--- src/rtl/core/gwm_pkg.sv ---
// Package for the greedy wildcard matcher: item kinds, match modes,
// character constants and the ASCII upcase helper. No dependencies.
package gwm_pkg;

    localparam int PATTERN_DEPTH = 256;
    localparam int CHAR_WIDTH    = 16;
    localparam int DATA_W        = 16;
    localparam int QUEUE_DEPTH   = 4;

    localparam logic [DATA_W-1:0] QMARK   = 16'h003F;
    localparam logic [DATA_W-1:0] STAR    = 16'h002A;
    localparam logic [DATA_W-1:0] LOWER_A = 16'h0061;
    localparam logic [DATA_W-1:0] LOWER_Z = 16'h007A;
    localparam logic [DATA_W-1:0] CASE_OFS = 16'h0020;

    typedef enum logic [1:0] {
        OP_CLEAR  = 2'd0,
        OP_APPEND = 2'd1,
        OP_NAME   = 2'd2,
        OP_END    = 2'd3
    } t_op;

    typedef enum logic [1:0] {
        MODE_NORMAL = 2'd0,
        MODE_SEEK   = 2'd1,
        MODE_MATCH  = 2'd2,
        MODE_FAIL   = 2'd3
    } t_mode;

    typedef struct packed {
        logic valid;
        t_op  op;
    } t_item_ctl;

    function automatic logic [DATA_W-1:0] upcase(input logic [DATA_W-1:0] c);
        logic [DATA_W-1:0] r;
        r = c;
        if (c >= LOWER_A && c <= LOWER_Z) begin
            r = c - CASE_OFS;
        end
        return r;
    endfunction

endpackage

--- src/rtl/core/gwm_front.sv ---
// Front end of the wildcard matcher: accepts stream items, upcases the
// character and holds items in a short queue. Depends on gwm_pkg.
module gwm_front #(
    parameter int CHAR_WIDTH = gwm_pkg::CHAR_WIDTH
) (
    input  logic                        i_clk,
    input  logic                        i_rst_n,
    input  logic                        i_valid,
    output logic                        o_ready,
    input  logic [gwm_pkg::DATA_W-1:0]  i_char,
    input  logic [1:0]                  i_op,
    output gwm_pkg::t_item_ctl          o_ctl,
    output logic [CHAR_WIDTH-1:0]       o_char,
    input  logic                        i_pop
);

    localparam int QD = gwm_pkg::QUEUE_DEPTH;
    localparam int PW = $clog2(QD);
    localparam int CW = $clog2(QD + 1);

    gwm_pkg::t_op          r_op_q   [QD];
    logic [CHAR_WIDTH-1:0] r_char_q [QD];
    logic [PW-1:0]         r_wr_ptr;
    logic [PW-1:0]         r_rd_ptr;
    logic [CW-1:0]         r_count;
    logic [PW-1:0]         n_wr_ptr;
    logic [PW-1:0]         n_rd_ptr;
    logic [CW-1:0]         n_count;

    logic                        push;
    logic                        pop;
    logic [gwm_pkg::DATA_W-1:0]  char_ext;
    logic [gwm_pkg::DATA_W-1:0]  char_up;

    assign o_ready = (r_count != CW'(QD));
    assign push    = i_valid && o_ready;
    assign pop     = i_pop && (r_count != '0);

    // Mask to the character width, then fold ASCII lower case.
    assign char_ext = gwm_pkg::DATA_W'(i_char[CHAR_WIDTH-1:0]);
    assign char_up  = gwm_pkg::upcase(char_ext);

    always_comb begin
        n_wr_ptr = push ? r_wr_ptr + PW'(1) : r_wr_ptr;
        n_rd_ptr = pop  ? r_rd_ptr + PW'(1) : r_rd_ptr;
        n_count  = r_count;
        if (push && !pop) begin
            n_count = r_count + CW'(1);
        end else if (pop && !push) begin
            n_count = r_count - CW'(1);
        end
    end

    always_ff @(posedge i_clk) begin
        if (!i_rst_n) begin
            r_wr_ptr <= '0;
            r_rd_ptr <= '0;
            r_count  <= '0;
        end else begin
            r_wr_ptr <= n_wr_ptr;
            r_rd_ptr <= n_rd_ptr;
            r_count  <= n_count;
        end
    end

    always_ff @(posedge i_clk) begin
        if (push) begin
            r_op_q[r_wr_ptr]   <= gwm_pkg::t_op'(i_op);
            r_char_q[r_wr_ptr] <= char_up[CHAR_WIDTH-1:0];
        end
    end

    assign o_ctl.valid = (r_count != '0);
    assign o_ctl.op    = r_op_q[r_rd_ptr];
    assign o_char      = r_char_q[r_rd_ptr];

endmodule

--- config.mk ---
export PLATFORM = sky130hd
export DESIGN_NAME = gwm_front
export DESIGN_NICKNAME = d
export VERILOG_FILES = /design/src/rtl/core/gwm_pkg.sv /design/src/rtl/core/gwm_front.sv
export SDC_FILE = /design/constraint.sdc
export NUM_CORES = 1
export LEC_CHECK = 0
export BUFFER_PORTS_ARGS = -buffer_cell sky130_fd_sc_hd__buf_2
export CAP_MARGIN = 10
export CORE_MARGIN = 4
export CORE_UTILIZATION = 35
export DETAILED_ROUTE_END_ITERATION = 10
export PLACE_DENSITY = 0.55
export SYNTH_ARGS = -nofsm -noshare
export SYNTH_HDL_FRONTEND = slang
export SYNTH_SLANG_ARGS = --single-unit
--- constraint.sdc ---
create_clock -name i_clk -period 5.86 [get_ports i_clk]
set_input_delay 0.586 -clock i_clk [delete_from_list [all_inputs] [get_ports i_clk]]
set_output_delay 0.586 -clock i_clk [all_outputs]
set_load 0.05 [all_outputs]
==> qor.yml, run 1 <==
outcome:
  status: "complete, no violations"
clocking:
  cts_resized: 0
  cts_tree: "yes"
  postCtsHoldBufs: 0
  clk_path_buf_depth: 2
  numCtsBuffers: 9
  htree_levels: 3
  clock_sinks: 81
  post_cts_buffers: 0
  path_clk_slew_ps: 70
  cts-root-buf: "clkbuf_8"
  clk_latency_ps: 340
setup_path:
  arrival_ps: 1940
  cp-end-kind: "primary output"
  r2r_setup_slack_ps: 3710
  endpoint: "o_char[1]"
  cp-start-kind: "flop"
  worstReg2RegEnd: "r_count[2]"
  worstPathRequired_ps: 5270
  cp_max_fo: 18
  crit_type: "flop to primary output"
  reg2reg_depth: 7
  timing.rr.start: "r_count[0]"
placed_design:
  gp_congestion: 0.711
  preCtsSetupSlack_ps: 3630
  portBuffers: 41
  post-dp-hpwl_um: 3630
pwr:
  power_frac_clock: 0.229
  power_mw: 1.67
  leakagePower_nw: 1.29
  internal_power_mw: 1.07
  p_seq_frac: 0.437
  switching_share: 0.359
  power_frac_comb: 0.334
  powerDensity_nw_per_um2: 451
  switchingPower_mw: 0.601
  irDropWorstVdd_v: 0.000225
global_route:
  gr-usage-all-layers: 0.113
  overflow: 0
  grt_pass1_wl_um: 9100
  antenna_found_initial: 0
  grt_max_degree: 19
  grt_pass1_vias: 1668
finish:
  layout_commonest_cell: "edfxtp_1"
  diodes: 0
  area_delta_synth_final_pct: 15.4
  fin_nets: 241
  layout_common_cells: "72 x edfxtp_1, 41 x buf_2, 18 x mux4_2"
  drive_above_1_share: 0.355
  fin_util: 0.420
  fillers: 819
timing:
  hold_viol_final: 0
  slew-limit-headroom: 0.328
  period_needed_ps: 2520
  timing.hold.ws_ps: 465
  rsz0062_at_grt: "no"
  worst_slack_ps: 3340
  setup_viol: 0
  fin_tns_setup_ps: 0
  clock_skew_ps: 12.3
  fmax_mhz: 397
  finalCritPeriodShare: 0.430
  finalMaxSlewViolations: 0
  worst_pin_slew_ps: 1010
yosys:
  ys_ff_latch: 81
  synth_cell_type_count: 29
  avgSynthCellArea_sq_um: 19.3
  yosysWarnings: 0
  syn_inst: 167
  netlist_area_sq_um: 3220
  seq_area_frac_synth: 0.728
  syn_nets: 196
floorplan:
  fp.dieW_um: 104
  initial_core_util: 0.364
  die_h_um: 104
  rows: 34
  dieArea_sq_um: 10800
  core_sq_um: 8850
  io_pins: 42
route:
  viasPerCell: 4.95
  wirelength_um: 5720
  drt_pass1_iterations: 4
  wl_per_cell_um: 17.6
  ant_nets: 0
  drc_errors: 0
  drtIter0Drc: 75
  num_vias: 1610
run:
  cap_violations: 0
hold_path:
  hold_path.startpoint: "i_op[0]"
  hp-class: "input port to flop"
## per-layer routing
| layer | part of all wire | track usage |
|---|---|---|
| met1 | 0.47 | 0.149 |
| met2 | 0.46 | 0.171 |
| met3 | 0.053 | 0.0447 |
| met4 | 0.013 | 0.0342 |
| met5 | 0 | 0 |
## cells by family (layout without fill, tap and decap cells)
family | Yosys count | in the layout | synth area share
multiplexers | 19 | 19 | 0.129
AND/OR/NAND/NOR | 22 | 22 | 0.0408
flip-flops | 81 | 81 | 0.728
AO/OA/AOI/OAI | 17 | 17 | 0.0389
buffers and inverters | 17 | 67 | 0.0229
XOR/XNOR | 4 | 4 | 0.0109
adder cells (fa/ha/maj) | 7 | 7 | 0.0295
## through the flow
| stage | area [sq um] | std cells |
|---|---|---|
| 4_1_cts | 3710 | 325 |
| 3_5_place_dp | 3530 | 309 |
| 3_3_place_gp | 3530 | 309 |
| 6_report | 3710 | 325 |
| 5_1_grt | 3710 | 325 |
| 2_1_floorplan | 3220 | 167 |
## power groups by stage
stage	registers, mW	logic, mW	clock network (mW)
after floorplan	0.727	0.466	0
after global placement	0.745	0.566	0
after detailed placement	0.745	0.570	0
after CTS	0.733	0.572	0.396
after global routing	0.739	0.597	0.423
final	0.731	0.558	0.384
## area by class of cell
class | instances | area [sq um] | area share
Clock inverter | 5 | 56.3 | 0.0152
Multi-Input combinational cell | 69 | 802 | 0.216
Sequential cell | 81 | 2340 | 0.631
Timing Repair Buffer | 42 | 213 | 0.0573
Inverter | 9 | 33.8 | 0.00910
Tap cell | 108 | 135 | 0.0364
Clock buffer | 11 | 131 | 0.0354
## cell usage after synthesis (all sizes together)
cell type / number / area share
o31a: 1 / 0.0027
inv: 9 / 0.010
nand4: 1 / 0.0019
dfxtp: 9 / 0.056
fa: 1 / 0.0062
mux2i: 1 / 0.0031
a21oi: 4 / 0.0062
nor3b: 1 / 0.0039
buf: 3 / 0.0066
o22ai: 1 / 0.0062
or4: 1 / 0.0035
nor4b: 2 / 0.0054
nor3: 1 / 0.0016
xor2: 4 / 0.011
ha: 6 / 0.023
o21bai: 5 / 0.012
o21ai: 3 / 0.0047
and3: 4 / 0.0078
nand3: 3 / 0.0047
o311ai: 1 / 0.0027
o31ai: 1 / 0.0023
edfxtp: 72 / 0.67
mux4: 18 / 0.13
nor2: 6 / 0.0070
clkbuf: 5 / 0.0058
nand2: 1 / 0.0012
o21a: 1 / 0.0023
or3: 2 / 0.0039
## state kept, by name, indices dropped and copies added, names as in the netlist, named ones only
| name | cells |
|---|---|
| r_wr_ptr | 2 |
| r_rd_ptr | 2 |
| r_op_q | 8 |
| r_count | 3 |
| r_char_q | 64 |
## how the worst min path moves through the flow
stage	end	slack (ps)	depth (start not counted)
after floorplan	r_count[2]	480	2
after global placement	r_rd_ptr[0]	510	2
after detailed placement	r_wr_ptr[0]	520	2
after CTS	r_op_q[0][0]	450	1
after global routing	r_op_q[0][0]	450	1
final	r_op_q[0][0]	470	1
## critical path, stage by stage, from the launching register on
cell and delay, ps:
dfxtp_1 920, mux4_2 450, buf_2 230
(Power assumes the default switching activity.)
==> run 2, diff against run 1 <==
--- a/config.mk
+++ b/config.mk
@@ -5,12 +5,13 @@
 export SDC_FILE = /design/constraint.sdc
 export NUM_CORES = 1
 export LEC_CHECK = 0
+export ABC_AREA = 1
 export BUFFER_PORTS_ARGS = -buffer_cell sky130_fd_sc_hd__buf_2
 export CAP_MARGIN = 10
 export CORE_MARGIN = 4
 export CORE_UTILIZATION = 35
 export DETAILED_ROUTE_END_ITERATION = 10
-export PLACE_DENSITY = 0.55
+export PLACE_DENSITY = 0.57
 export SYNTH_ARGS = -nofsm -noshare
 export SYNTH_HDL_FRONTEND = slang
 export SYNTH_SLANG_ARGS = --single-unit
==> constraint.sdc (replaced) <==
create_clock -name i_clk -period 2 [get_ports i_clk]
set_input_delay 0.2 -clock i_clk [delete_from_list [all_inputs] [get_ports i_clk]]
set_output_delay 0.2 -clock i_clk [all_outputs]
set_load 0.05 [all_outputs]
==> run 2 against run 1 <==
Register-to-register slack lost 3500 ps. Die area grew 4.4%. Core utilization grew 0.92 points. Sequential share of layout area shrank 4.5 points. Clock-buffer cell count shrank 2.
==> qor.yml, run 2 <==
yosys:
  netlist_area_sq_um: 3370
  ys_ff_latch: 81
  synthDominantCellAreaShare: 0.641
  ys_async_sr_fraction: 0
  synth_edf_count: 72
  yosysWarnings: 0
  synth.area.top_cells: "edfxtp_1 64%, nor2_1 6.0%, o21ai_0 5.8%"
  syn_inst: 289
  seq_area_frac_synth: 0.695
  synth_commonest_cells: "72 x edfxtp_1, 54 x nor2_1, 39 x o21ai_0, 26 x inv_1, 20 x nand2_1"
  synth_cell_type_count: 27
  synth_top_area_cell: "edfxtp_1"
  avgSynthCellArea_sq_um: 11.7
  yosys_most_used_dff: "edfxtp_1"
  syn_nets: 318
  synth_most_common_cell: "edfxtp_1"
placed_design:
  gp_congestion: 0.782
  post-dp-hpwl_um: 4600
  placed_area_sq_um: 3770
  preCtsSetupSlack_ps: 139
  portBuffers: 41
timing:
  clock_skew_ps: 9.75
  finalCritPeriodShare: 0.935
  period_needed_ps: 1870
  fmax_mhz: 535
  rsz0062_at_grt: "no"
  slew-limit-headroom: 0.798
  worst_slack_ps: 130
  hold_viol_final: 0
  setup_viol: 0
  finalMaxSlewViolations: 0
  worst_pin_slew_ps: 303
  fin_tns_setup_ps: 0
finish:
  fin_area_sq_um: 4000
  area_delta_synth_final_pct: 18.6
  layout_common_cells: "72 x edfxtp_1, 54 x nor2_1, 39 x o21ai_0, 39 x buf_2, 26 x inv_1"
  diodes: 0
  multi_input_area_sq_um: 848
  largest_reg_flops: 64
  layout_commonest_cell: "edfxtp_1"
  drive_above_1_share: 0.225
  fin_nets: 366
  fillers: 882
  seq_area_sq_um: 2340
  reg.largest.list: "r_char_q (64), r_op_q (8), r_count (3)"
  top_register: "r_char_q"
global_route:
  grt_pass1_vias: 2239
  gr-usage-all-layers: 0.128
  antenna_found_initial: 0
  grt_max_degree: 37
  overflow: 0
  grt_pass1_wl_um: 11100
route:
  wirelength_um: 6920
  drc_errors: 0
  wl_per_cell_um: 14.7
  num_vias: 2242
  drtIter0Drc: 63
  ant_nets: 0
  drt_pass1_iterations: 4
  viasPerCell: 4.76
pwr:
  power_frac_comb: 0.357
  switching_share: 0.392
  powerDensity_nw_per_um2: 1340
  irDropWorstVdd_v: 0.000456
  p_seq_frac: 0.402
  leakagePower_nw: 1.54
  power_frac_clock: 0.241
  switchingPower_mw: 2.10
  internal_power_mw: 3.26
clocking:
  htree_levels: 3
  cts-root-buf: "clkbuf_8"
  clk_latency_ps: 350
  post_cts_buffers: 0
  path_clk_slew_ps: 80
  clk_path_buf_depth: 2
  numCtsBuffers: 9
  cts_tree: "yes"
  clock_sinks: 81
floorplan:
  core_sq_um: 9330
  dieArea_sq_um: 11300
  initial_core_util: 0.362
  rows: 35
  die_h_um: 106
  fp.dieW_um: 106
  io_pins: 42
run:
  cap_violations: 0
setup_path:
  cp_max_fo: 19
  timing.rr.start: "r_count[1]"
  cp_cell_sequence: "buf_4 > inv_2 > buf_4 > o21ai_1 > o22ai_1 > buf_2"
  crit_path_max_incr_delay_ps: 320
  crit_type: "flop to primary output"
  cp-start-kind: "flop"
  worstPathRequired_ps: 1800
  arrival_ps: 1670
  cp-end-kind: "primary output"
  cp_common_cell: "buf_4"
  crit_slowest_cell: "buf_2"
hold_path:
  hp-class: "input port to flop"
  hold_path.startpoint: "i_op[0]"
outcome:
  status: "complete, no violations"
-- run 2: cell types whose count changed in the layout (fill, tap and decap cells not counted), moves of 4 or more --
cell,previous run,this run
nor2_1,6,54
o21ai_0,3,39
nand2_1,1,20
mux4_2,18,0
o22ai_1,0,18
inv_1,9,26
buf_4,1,8
a21oi_1,4,9
and3_1,4,0
o21bai_1,5,1
-- run 2: layout make-up --
type	instances	share of cell area
multi-input cells	164	0.212
flip-flops and latches	81	0.586
clock inverters	7	0.0235
clock buffers	9	0.0310
inverters	30	0.0294
repair buffers	51	0.0776
well taps	129	0.0404
-- run 2: path summary, 6_finish.rpt --
check | slack [ps] | cells past startpoint | to
worst min register to register | 510 | 2 | r_rd_ptr[1]
worst max-delay path | 130 | 6 | o_char[6]
worst min-delay path | 70 | 1 | r_op_q[1][0]
worst max register to register | 200 | 9 | r_count[1]
-- run 2: routing by layer --
metal	GRT usage	vias to the layer above	share of wire
met5	0	-	0
li1	-	1103	-
met4	0.0657	0	0.019
met3	0.0267	11	0.044
met2	0.211	47	0.49
met1	0.160	1081	0.45
-- run 2: power groups by stage --
stage          logic [mW]  clock network [mW]  registers [mW]
2_1_floorplan        1.44                   0            2.16
6_report             1.91                1.29            2.15
3_5_place_dp         1.93                   0            2.19
3_3_place_gp         1.89                   0            2.18
5_1_grt              2.09                1.40            2.17
4_1_cts              1.93                1.33            2.15
-- run 2: cell families after synthesis --
logic type	Yosys count	share of synthesized area
AOI/OAI and AO/OA	68	0.108
xor gates and xnor gates	1	0.00260
adders and majority gates	7	0.0282
buffers and inverters	44	0.0568
DFF	81	0.695
and+or+nand+nor	88	0.109
-- run 2: what timing repair did --
action,in CTS,in global routing
endpoints found under the setup margin,0,12
gates resized for setup,0,6
hold buffers,0,0
-- run 2: per-stage QoR --
stage | hold WS (ps) | instances | utilization | power, mW
floorplan | 299 | 289 | - | 3.60
global placement | 429 | 455 | 0.404 | 4.07
detailed placement | 432 | 455 | 0.404 | 4.12
CTS | 62.4 | 471 | 0.427 | 5.41
global route | 73.2 | 471 | 0.429 | 5.66
finish | 74.1 | 471 | 0.429 | 5.36
-- run 2: worst max-delay path, delay by kind of cell, from the launching register on --
family	cells	cell delay (ps)
buffers and inverters	4	720
DFF	1	300
AOI/OAI and AO/OA	2	290
==> run 3, diff against run 2 <==
--- a/config.mk
+++ b/config.mk
@@ -11,7 +11,7 @@
 export CORE_MARGIN = 4
 export CORE_UTILIZATION = 35
 export DETAILED_ROUTE_END_ITERATION = 10
-export PLACE_DENSITY = 0.57
+export PLACE_DENSITY = 0.55
 export SYNTH_ARGS = -nofsm -noshare
 export SYNTH_HDL_FRONTEND = slang
 export SYNTH_SLANG_ARGS = --single-unit
==> constraint.sdc (replaced) <==
create_clock -name i_clk -period 2.2 [get_ports i_clk]
set_input_delay 0.11 -clock i_clk [delete_from_list [all_inputs] [get_ports i_clk]]
set_output_delay 0.11 -clock i_clk [all_outputs]
set_load 0.05 [all_outputs]
==> run 3 against run 2 <==
Clock power shrank 12%. Sequential cell count is the same. Clock-buffer cell count is the same. Critical path type unchanged. Critical endpoint is now o_char[12].
==> qor.yml, run 3 (synthesized netlist as in run 2, its figures left out) <==
finish:
  drive_above_1_share: 0.212
  fin_nets: 370
  layout_common_cells: "72 x edfxtp_1, 54 x nor2_1, 41 x buf_2, 39 x o21ai_0, 26 x inv_1"
  reg.largest.list: "r_char_q (64), r_op_q (8), r_count (3)"
  fillers: 895
  top_register: "r_char_q"
  diodes: 0
  largest_reg_flops: 64
  fin_area_sq_um: 3990
  area_delta_synth_final_pct: 18.2
  layout_commonest_cell: "edfxtp_1"
floorplan:
  io_pins: 42
  rows: 35
  dieArea_sq_um: 11300
  fp.dieW_um: 106
  die_h_um: 106
  initial_core_util: 0.362
  core_sq_um: 9330
run:
  cap_violations: 0
timing:
  finalMaxSlewViolations: 0
  slew-limit-headroom: 0.695
  worst_slack_ps: 319
  timing.hold.ws_ps: 19.5
  setup_viol: 0
  worst_pin_slew_ps: 457
  rsz0062_at_grt: "no"
  period_needed_ps: 1880
  hold_viol_final: 0
  fmax_mhz: 532
  finalCritPeriodShare: 0.855
  clock_skew_ps: 9.12
route:
  wl_per_cell_um: 14.6
  drc_errors: 0
  ant_nets: 0
  drt_pass1_iterations: 4
  viasPerCell: 4.65
  drtIter0Drc: 90
  num_vias: 2205
  wirelength_um: 6910
clocking:
  cts-root-buf: "clkbuf_8"
  clock_sinks: 81
  clk_path_buf_depth: 2
  post_cts_buffers: 0
  clk_latency_ps: 340
  htree_levels: 3
  path_clk_slew_ps: 80
  cts_tree: "yes"
  numCtsBuffers: 9
setup_path:
  arrival_ps: 1770
  worstPathRequired_ps: 2090
  cp_cell_sequence: "inv_2 > o21ai_0 > o22ai_1 > buf_2"
  cp-start-kind: "flop"
  crit_path_max_incr_delay_ps: 460
  crit_buf_inv: 2
  cp_top_family: "buffers and inverters"
  cp_max_fo: 18
  crit_slowest_cell: "dfxtp_1"
  cp-end-kind: "primary output"
  crit_type: "flop to primary output"
placed_design:
  placed_area_sq_um: 3740
  portBuffers: 41
  preCtsSetupSlack_ps: 354
  gp_congestion: 0.745
  post-dp-hpwl_um: 4630
global_route:
  gr-usage-all-layers: 0.129
  antenna_found_initial: 0
  grt_max_degree: 37
  grt_pass1_vias: 2178
  grt_pass1_wl_um: 11200
  overflow: 0
pwr:
  irDropWorstVdd_v: 0.000441
  leakagePower_nw: 1.54
  powerDensity_nw_per_um2: 1200
hold_path:
  hp-class: "input port to flop"
outcome:
  status: "complete, no violations"
-- run 3: cell count changes in the layout (fill, tap and decap cells not counted), moves of 2 or more --
| cell | change |
|---|---|
| clkbuf_4 | -2 |
| dfxtp_1 | +2 |
| buf_4 | +2 |
| dlygate4sd3_1 | +4 |
| dfxtp_2 | -2 |
| buf_2 | +2 |
| inv_6 | -2 |
| buf_12 | -2 |
-- run 3: final cells by class --
cell class	count	area [sq um]	area share
well taps	129	161	0.0405
inverters	30	115	0.0289
flip-flops and latches	81	2340	0.588
clock buffers	9	124	0.0311
multi-input cells	164	838	0.210
clock inverters	6	83.8	0.0210
repair buffers	55	320	0.0804
-- run 3: final timing paths --
path	start	end	slack (ps)	cells past startpoint
worst max-delay path	flop	o_char[12]	320	4
worst min-delay path	i_char[1]	r_char_q[1][1]	20	1
worst max register to register	r_count[1]	r_count[2]	350	13
worst min register to register	r_rd_ptr[1]	r_rd_ptr[1]	520	2
-- run 3: metal layers --
layer,vias up,part of all wire,global-route usage
met5,-,0,0
met4,0,0.017,0.0463
met3,10,0.044,0.0407
met2,45,0.48,0.200
met1,1039,0.46,0.170
li1,1111,-,-
-- run 3: report_power, final --
| part | internal [mW] | total, mW | switching [mW] |
|---|---|---|---|
| Combinational | 0.417 | 1.69 | 1.27 |
| Sequential | 1.88 | 1.96 | 0.0803 |
| Clock | 0.627 | 1.14 | 0.512 |
-- run 3: metrics by stage --
| stage | total power [mW] | util | TNS (ps) | std cells |
|---|---|---|---|---|
| final | 4.79 | 0.427 | 0 | 474 |
| after global routing | 5.05 | 0.427 | 0 | 474 |
| after CTS | 4.85 | 0.426 | 0 | 473 |
| after detailed placement | 3.71 | 0.401 | 0 | 455 |
| after global placement | 3.68 | 0.401 | 0 | 455 |
| after floorplan | 3.27 | - | -5540 | 289 |
-- run 3: timing repair --
item,CTS,global route
endpoints found under the hold margin,12,3
resized for setup,0,0
hold buffers,3,1
